`config.mk`:
```
export PLATFORM = sky130hd
export DESIGN_NAME = alarm_clock_mode_controller_unit_flat
export DESIGN_NICKNAME = d
export VERILOG_FILES = /design/src/sv/acmc_pkg.sv /design/src/sv/acmc_if.sv /design/src/sv/acmc_fsm.sv /design/src/sv/alarm_clock_mode_controller_unit.sv /design/src/flat_wrapper.sv
export SDC_FILE = /design/constraint.sdc
export NUM_CORES = 1
export LEC_CHECK = 0
export BUFFER_PORTS_ARGS = -buffer_cell sky130_fd_sc_hd__buf_2
export CAP_MARGIN = 20
export CORE_MARGIN = 2
export CORE_UTILIZATION = 48
export CTS_CLUSTER_DIAMETER = 80
export CTS_CLUSTER_SIZE = 28
export DETAILED_ROUTE_END_ITERATION = 10
export HOLD_SLACK_MARGIN = 0.12
export PLACE_DENSITY = 0.83
export SETUP_SLACK_MARGIN = 0.2
export SYNTH_ARGS = -nofsm -noshare
export SYNTH_HDL_FRONTEND = slang
export SYNTH_SLANG_ARGS = --single-unit
export TNS_END_PERCENT = 50
```
`constraint.sdc`:
```
create_clock -name clk_i -period 1.81 [get_ports clk_i]
set_input_delay 0.362 -clock clk_i [delete_from_list [all_inputs] [get_ports clk_i]]
set_output_delay 0.362 -clock clk_i [all_outputs]
set_load 0.01 [all_outputs]
```
`src/sv/acmc_pkg.sv`:
```
// Package: shared types, codes and constants of the alarm clock mode controller.
package acmc_pkg;

  localparam int unsigned OpW     = 2;
  localparam int unsigned HourW   = 5;
  localparam int unsigned MinuteW = 6;
  localparam int unsigned ModeW   = 3;

  localparam logic [HourW-1:0]   HoursPerDay    = HourW'(24);
  localparam logic [MinuteW-1:0] MinutesPerHour = MinuteW'(60);

  typedef enum logic [ModeW-1:0] {
    MODE_START   = 3'd0,
    MODE_SETTING = 3'd1,
    MODE_CLOCK   = 3'd2,
    MODE_ARMED   = 3'd3,
    MODE_RINGING = 3'd4
  } mode_e;

  typedef enum logic [OpW-1:0] {
    EV_ROTARY   = 2'd0,
    EV_JOYSTICK = 2'd1,
    EV_COMPARE  = 2'd2,
    EV_TIMEOUT  = 2'd3
  } op_e;

  // Input event word as held in the input register
  typedef struct packed {
    op_e                op;
    logic [HourW-1:0]   now_hour;
    logic [MinuteW-1:0] now_minute;
  } event_t;

  // Architectural state of the mode machine
  typedef struct packed {
    mode_e              mode;
    logic [HourW-1:0]   alarm_hour;
    logic [MinuteW-1:0] alarm_minute;
    logic               hour_done;
    logic               armed;
    logic               running;
    logic               display;
  } state_t;

  // One-event pulses
  typedef struct packed {
    logic load;
    logic ring;
  } pulse_t;

endpackage

```
`src/sv/acmc_if.sv`:
```
// Interfaces: event channel and result channel with valid/ready handshake.
interface acmc_in_if;
  logic                          valid;
  logic                          ready;
  logic [acmc_pkg::OpW-1:0]      opcode;
  logic [acmc_pkg::HourW-1:0]    now_hour;
  logic [acmc_pkg::MinuteW-1:0]  now_minute;

  modport source (output valid, output opcode, output now_hour, output now_minute,
                  input ready);
  modport sink   (input valid, input opcode, input now_hour, input now_minute,
                  output ready);
endinterface

interface acmc_out_if;
  logic                          valid;
  logic                          ready;
  logic [acmc_pkg::ModeW-1:0]    mode;
  logic [acmc_pkg::HourW-1:0]    set_hour;
  logic [acmc_pkg::MinuteW-1:0]  set_minute;
  logic                          editing_minute;
  logic                          alarm_armed;
  logic                          clock_running;
  logic                          load_clock;
  logic                          show_clock;
  logic                          ring_start;
  logic                          ringing;

  modport source (output valid, output mode, output set_hour, output set_minute,
                  output editing_minute, output alarm_armed, output clock_running,
                  output load_clock, output show_clock, output ring_start,
                  output ringing, input ready);
  modport sink   (input valid, input mode, input set_hour, input set_minute,
                  input editing_minute, input alarm_armed, input clock_running,
                  input load_clock, input show_clock, input ring_start,
                  input ringing, output ready);
endinterface

```
`src/sv/acmc_fsm.sv`:
```
// Mode machine: next state and event pulses for one event word.
module acmc_fsm (
  input  acmc_pkg::state_t state_i,
  input  acmc_pkg::event_t event_i,
  output acmc_pkg::state_t state_o,
  output acmc_pkg::pulse_t pulse_o
);
  import acmc_pkg::*;

  logic [HourW-1:0]   hour_inc;
  logic [MinuteW-1:0] minute_inc;
  logic               time_hit;

  // Wrapping increments of the set time
  assign hour_inc   = (state_i.alarm_hour == HoursPerDay - HourW'(1)) ? '0
                    : state_i.alarm_hour + HourW'(1);
  assign minute_inc = (state_i.alarm_minute == MinutesPerHour - MinuteW'(1)) ? '0
                    : state_i.alarm_minute + MinuteW'(1);

  assign time_hit = state_i.armed
                 && (event_i.now_hour == state_i.alarm_hour)
                 && (event_i.now_minute == state_i.alarm_minute);

  // Next state
  always_comb begin
    state_o = state_i;
    unique case (state_i.mode)
      MODE_SETTING: begin
        if (event_i.op == EV_ROTARY) begin
          if (state_i.hour_done) state_o.alarm_minute = minute_inc;
          else                   state_o.alarm_hour   = hour_inc;
          state_o.display = 1'b0;
        end else if (event_i.op == EV_JOYSTICK) begin
          if (state_i.hour_done) begin
            state_o.hour_done = 1'b0;
            state_o.running   = 1'b1;
            state_o.mode      = MODE_CLOCK;
            state_o.display   = 1'b1;
          end else begin
            state_o.hour_done = 1'b1;
            state_o.display   = 1'b0;
          end
        end
      end
      MODE_CLOCK: begin
        if (event_i.op == EV_ROTARY) begin
          state_o.mode  = MODE_ARMED;
          state_o.armed = 1'b1;
        end else if (event_i.op == EV_JOYSTICK) begin
          state_o.mode    = MODE_SETTING;
          state_o.display = 1'b0;
        end
      end
      MODE_ARMED: begin
        if (event_i.op == EV_ROTARY) begin
          state_o.armed   = 1'b0;
          state_o.mode    = MODE_CLOCK;
          state_o.display = 1'b1;
        end else if (event_i.op == EV_JOYSTICK) begin
          // armed flag deliberately kept
          state_o.mode    = MODE_SETTING;
          state_o.display = 1'b0;
        end else if (event_i.op == EV_COMPARE && time_hit) begin
          state_o.mode = MODE_RINGING;
        end
      end
      MODE_RINGING: begin
        if (event_i.op != EV_COMPARE) begin
          state_o.mode  = MODE_ARMED;
          state_o.armed = 1'b1;
        end
      end
      default: begin
        if (event_i.op == EV_ROTARY) begin
          state_o.mode    = MODE_SETTING;
          state_o.display = 1'b0;
        end
      end
    endcase
  end

  // Pulses
  always_comb begin
    pulse_o.load = (state_i.mode == MODE_SETTING) && (event_i.op == EV_JOYSTICK)
                && state_i.hour_done && !state_i.running;
    pulse_o.ring = (state_i.mode == MODE_ARMED) && (event_i.op == EV_COMPARE)
                && time_hit;
  end

endmodule

```
`src/sv/alarm_clock_mode_controller_unit.sv`:
```
// Top level: alarm clock mode controller with input and result registers.
//
//  channel | dir | word                                   | handshake
//  --------+-----+----------------------------------------+------------
//  in_i    | in  | opcode, now_hour, now_minute           | valid/ready
//  out_o   | out | mode, set time, flags, pulses, ringing | valid/ready
//
// One event per cycle while the result is not stalled; an accepted event passes
// the input register, then the mode update into the result register.
// The mode state is updated when the result register loads, so order holds.
// Reset puts the machine in start mode with all flags and the set time zero.
// A stalled result holds both stages; the input side stays ready while the
// input register is empty or moving.
module alarm_clock_mode_controller_unit (
  input  logic        clk_i,
  input  logic        rst_ni,
  acmc_in_if.sink     in_i,
  acmc_out_if.source  out_o
);
  import acmc_pkg::*;

  logic     in_vld_q;
  event_t   ev_q;
  logic     out_vld_q;
  state_t   state_q, state_d;
  pulse_t   pulse_d, pulse_q;
  logic     out_adv;
  logic     in_adv;

  // Stage handshake
  assign out_adv  = in_vld_q && (!out_vld_q || out_o.ready);
  assign in_adv   = !in_vld_q || out_adv;
  assign in_i.ready = in_adv;

  // Input register
  always_ff @(posedge clk_i or negedge rst_ni) begin
    if (!rst_ni) begin
      in_vld_q <= 1'b0;
    end else if (in_adv) begin
      in_vld_q <= in_i.valid;
    end
  end

  always_ff @(posedge clk_i) begin
    if (in_adv && in_i.valid) begin
      ev_q.op         <= op_e'(in_i.opcode);
      ev_q.now_hour   <= in_i.now_hour;
      ev_q.now_minute <= in_i.now_minute;
    end
  end

  acmc_fsm u_fsm (
    .state_i (state_q),
    .event_i (ev_q),
    .state_o (state_d),
    .pulse_o (pulse_d)
  );

  // Mode state and result register
  always_ff @(posedge clk_i or negedge rst_ni) begin
    if (!rst_ni) begin
      state_q.mode         <= MODE_START;
      state_q.alarm_hour   <= '0;
      state_q.alarm_minute <= '0;
      state_q.hour_done    <= 1'b0;
      state_q.armed        <= 1'b0;
      state_q.running      <= 1'b0;
      state_q.display      <= 1'b0;
      out_vld_q            <= 1'b0;
    end else begin
      if (out_adv) begin
        state_q <= state_d;
      end
      if (out_adv)           out_vld_q <= 1'b1;
      else if (out_o.ready)  out_vld_q <= 1'b0;
    end
  end

  always_ff @(posedge clk_i) begin
    if (out_adv) begin
      pulse_q <= pulse_d;
    end
  end

  // Result word straight from the registers
  assign out_o.valid          = out_vld_q;
  assign out_o.mode           = ModeW'(state_q.mode);
  assign out_o.set_hour       = state_q.alarm_hour;
  assign out_o.set_minute     = state_q.alarm_minute;
  assign out_o.editing_minute = state_q.hour_done;
  assign out_o.alarm_armed    = state_q.armed;
  assign out_o.clock_running  = state_q.running;
  assign out_o.load_clock     = pulse_q.load;
  assign out_o.show_clock     = state_q.display;
  assign out_o.ring_start     = pulse_q.ring;
  assign out_o.ringing        = (state_q.mode == MODE_RINGING);

endmodule
```
`src/flat_wrapper.sv`:
```
// flat-port wrapper written by rule: the top's interface ports become plain ports
module alarm_clock_mode_controller_unit_flat import acmc_pkg::*;
  (clk_i, rst_ni, in_i_valid, in_i_opcode, in_i_now_hour, in_i_now_minute, in_i_ready, out_o_valid, out_o_mode, out_o_set_hour, out_o_set_minute, out_o_editing_minute, out_o_alarm_armed, out_o_clock_running, out_o_load_clock, out_o_show_clock, out_o_ring_start, out_o_ringing, out_o_ready);
  acmc_in_if in_i_i ();
  acmc_out_if out_o_i ();
  input  logic clk_i;
  input  logic rst_ni;
  input wire logic [$bits(in_i_i.valid)-1:0] in_i_valid;
  input wire logic [$bits(in_i_i.opcode)-1:0] in_i_opcode;
  input wire logic [$bits(in_i_i.now_hour)-1:0] in_i_now_hour;
  input wire logic [$bits(in_i_i.now_minute)-1:0] in_i_now_minute;
  output wire logic [$bits(in_i_i.ready)-1:0] in_i_ready;
  output wire logic [$bits(out_o_i.valid)-1:0] out_o_valid;
  output wire logic [$bits(out_o_i.mode)-1:0] out_o_mode;
  output wire logic [$bits(out_o_i.set_hour)-1:0] out_o_set_hour;
  output wire logic [$bits(out_o_i.set_minute)-1:0] out_o_set_minute;
  output wire logic [$bits(out_o_i.editing_minute)-1:0] out_o_editing_minute;
  output wire logic [$bits(out_o_i.alarm_armed)-1:0] out_o_alarm_armed;
  output wire logic [$bits(out_o_i.clock_running)-1:0] out_o_clock_running;
  output wire logic [$bits(out_o_i.load_clock)-1:0] out_o_load_clock;
  output wire logic [$bits(out_o_i.show_clock)-1:0] out_o_show_clock;
  output wire logic [$bits(out_o_i.ring_start)-1:0] out_o_ring_start;
  output wire logic [$bits(out_o_i.ringing)-1:0] out_o_ringing;
  input wire logic [$bits(out_o_i.ready)-1:0] out_o_ready;
  assign in_i_i.valid = in_i_valid;
  assign in_i_i.opcode = in_i_opcode;
  assign in_i_i.now_hour = in_i_now_hour;
  assign in_i_i.now_minute = in_i_now_minute;
  assign in_i_ready = in_i_i.ready;
  assign out_o_valid = out_o_i.valid;
  assign out_o_mode = out_o_i.mode;
  assign out_o_set_hour = out_o_i.set_hour;
  assign out_o_set_minute = out_o_i.set_minute;
  assign out_o_editing_minute = out_o_i.editing_minute;
  assign out_o_alarm_armed = out_o_i.alarm_armed;
  assign out_o_clock_running = out_o_i.clock_running;
  assign out_o_load_clock = out_o_i.load_clock;
  assign out_o_show_clock = out_o_i.show_clock;
  assign out_o_ring_start = out_o_i.ring_start;
  assign out_o_ringing = out_o_i.ringing;
  assign out_o_i.ready = out_o_ready;
  alarm_clock_mode_controller_unit u_core (.clk_i(clk_i), .rst_ni(rst_ni), .in_i(in_i_i), .out_o(out_o_i));
endmodule
```
==> metrics <==
Final #Nets=243; Rows=22; GR Overflow Total=0; worst reg2reg setup slack=-0.11 ns; CTS max path bufs=2; die height=65.1 um; RSZ-0062 raised after global routing=yes; CTS Sinks=35; footprint of the multi-input gates=876 um^2; Synth Instances=161; HP Class=input pin to register; Slew Viols, Final=0; number of I/O port buffers=39; CP Data Arrival Time=2.09 ns; Final ANT Viol Nets=0; Startpoint Class=register; min cycle time layout=1.92 ns; Num CTS Buffers=5; LEAKAGE=1.07 nW; failing checks=negative setup slack; Synth async-reset ratio=57.1%; WHS=0.237 ns; GP Congestion=0.955; syn nets=180; Synth area leader=dfrtp_1; crit end category=register; via-per-instance ratio=5.29; most common cell after layout, fill and taps aside=buf_2; commonest register cell after synthesis=dfrtp_1; crit share post-route=106%; H-tree Lvls=2; root buf cell=clkbuf_8; number of synthesized flops with an enable pin=15; die footprint=0.00424 mm^2; Setup Skew=0.00840 ns; status=complete, but fails checks; Pre-antenna DRT Iters=4; share of layout cells above drive strength 1=42.7%; remaining routing DRC violations=0; Worst-Margin Slew=0.469 ns; FILL cells=295; die width=65.1 um; met3 WL=277 um; largest net degree at the start of global routing=21; gr usage total=20.3%; Mean Syn Cell Area=11.1 um^2; global-route wire length before repair=6350 um; First DRT Iteration DRCs=87; hpwl dp=2710 um; Skew-Pair Late Insertion Delay=0.29 ns; antenna violations before repair=0; core area=0.00363 mm^2; FF+latch area=951 um^2; vias in the first global route=1,356; wirelength, routed=4060 um; Post-Route M1 WL=1740 um; most frequent cells in the layout=buf_2 (40), buf_4 (20), dfrtp_1 (20); PwrDens=1190 mW/mm^2; DR vias=1,445; mapped cell area=0.00179 mm^2; Distinct cells, synth=40; dominant cells by area after synthesis=dfrtp_1 (28%), edfxtp_1 (25%), xor2_1 (6.4%); P&R area growth vs syn=35.5%; Max Fanout on Critical Path=4; Area after DPL=0.00215 mm^2; # IOs=40; Final WS setup=-0.106 ns; post-synthesis sequential area ratio=53.1%; met2 WL post-DR=1940 um; cell area after layout=0.00243 mm^2; Ys Warns=0; CTS clk-pin slew, worst paths=0.07 ns; routed len/inst=14.9 um; starting density of the core=49.3%; fmax=522 MHz; CTS tree=done; Slew headroom=68.7%; Max IR drop VDD=0.803 mV; crit path kind=register to register; final hold vios=0; Yosys top cell area share=27.9%; DR top layer=met4; WP data required=1.98 ns; Finish-stage setup viols=3; Max-cap violations=0; flops & latches, synth=35; n_diodes=0
## where the power goes
group | total, mW | leakage (nW) | switching (mW) | internal [mW]
Sequential | 1.11 | 0.394 | 0.132 | 0.975
Clock | 0.696 | 0.0514 | 0.285 | 0.411
Combinational | 1.08 | 0.628 | 0.568 | 0.514
## worst max-delay path, cell delays in order (launching register included)
cell and delay, ns:
dfrtp_1 0.38, nand2b_4 0.15, nand4bb_4 0.21, or4b_4 0.52
or2_1 0.26, mux2_2 0.27
## cells in the mapped netlist (2+ instances only)
| cell type | n |
|---|---|
| o31ai_1 | 3 |
| mux2_2 | 6 |
| ha_1 | 2 |
| nor4_1 | 5 |
| buf_6 | 2 |
| xor2_1 | 13 |
| or2_2 | 2 |
| a32oi_1 | 2 |
| nand3b_1 | 2 |
| nor2b_1 | 3 |
| nor2_1 | 7 |
| o21ai_0 | 6 |
| nand2b_1 | 6 |
| dfrtp_1 | 20 |
| nor3_1 | 3 |
| a21oi_1 | 11 |
| and2_1 | 2 |
| nand3_1 | 9 |
| mux2i_1 | 2 |
| a31oi_1 | 2 |
| nand2_1 | 9 |
| clkbuf_1 | 7 |
| inv_1 | 6 |
| edfxtp_1 | 15 |
## per-stage QoR
step / util (%) / setup slack, ns / TNS (ns) / cells / total power [mW]
after floorplan: - / -0.260 / -0.877 / 161 / 1.66
after global placement: 59.1 / -0.110 / -0.259 / 259 / 1.99
after detailed placement: 59.1 / -0.143 / -0.459 / 259 / 2.02
after CTS: 63.4 / -0.0626 / -0.117 / 268 / 2.75
after global routing: 66.8 / -0.153 / -0.548 / 273 / 3.07
final: 66.8 / -0.106 / -0.244 / 273 / 2.88
## metal layers
metal	GRT usage [%]	up-vias
met5	0	-
met4	11.2	0
met3	5.31	12
met2	31.1	57
met1	26.5	671
li1	-	705
## layout make-up
type                    instances  share of cell area (%)
clock buffers                   6                    2.99
clock inverters                 2                    1.55
inverters                       6                   0.927
multi-input cells             111                    36.1
flip-flops and latches         35                    39.2
well taps                      48                    2.47
repair buffers                 65                    16.8
## path summary, 6_finish.rpt
path / startpoint / endpoint / cells past startpoint
worst max-delay path: u_core.out_o.mode[2] / u_core.out_o.set_minute[2] / 5
worst min-delay path: in_i_now_hour[0] / u_core.ev_q[6] / 1
worst max register to register: u_core.out_o.mode[2] / u_core.out_o.set_minute[2] / 5
worst min register to register: u_core.out_o.clock_running / u_core.out_o.clock_running / 1
max in group asynchronous: rst_ni / u_core.out_o.set_hour[2] / 2
min in group asynchronous: rst_ni / u_core.out_o.set_minute[0] / 2
## state kept, by name (all words and copies together), names as in the netlist
| signal | cells |
|---|---|
| u_core.out_o.set_minute | 6 |
| u_core.out_o.clock_running | 1 |
| u_core.out_o.editing_minute | 1 |
| u_core.ev_q | 13 |
| u_core.out_o.mode | 3 |
| u_core.out_o.ring_start | 1 |
| u_core.out_o.alarm_armed | 1 |
| u_core.out_o.show_clock | 1 |
| u_core.out_o.set_hour | 5 |
| u_core.in_vld_q | 1 |
| u_core.out_o.valid | 1 |
| u_core.out_o.load_clock | 1 |
## repair_timing
item                                    CTS  global route
endpoints found under the setup margin   15            18
setup buffers                             0             4
pin swaps                                 1             8
gates resized for setup                   8            19
hold buffers                              1             0
gates cloned                              0             1
hold endpoints to repair                 20             0
## logic make-up (layout without fill, tap and decap cells)
family	count (synthesis)	in the layout	share of synthesized area [%]
DFF	35	35	53.1
AOI/OAI and AO/OA	31	31	11.0
muxes	8	8	4.89
adders and majority gates	2	2	1.40
buffers and inverters	15	79	3.98
and+or+nand+nor	56	56	18.9
xor gates and xnor gates	14	14	6.84
Power figures use the tool's default switching activity.
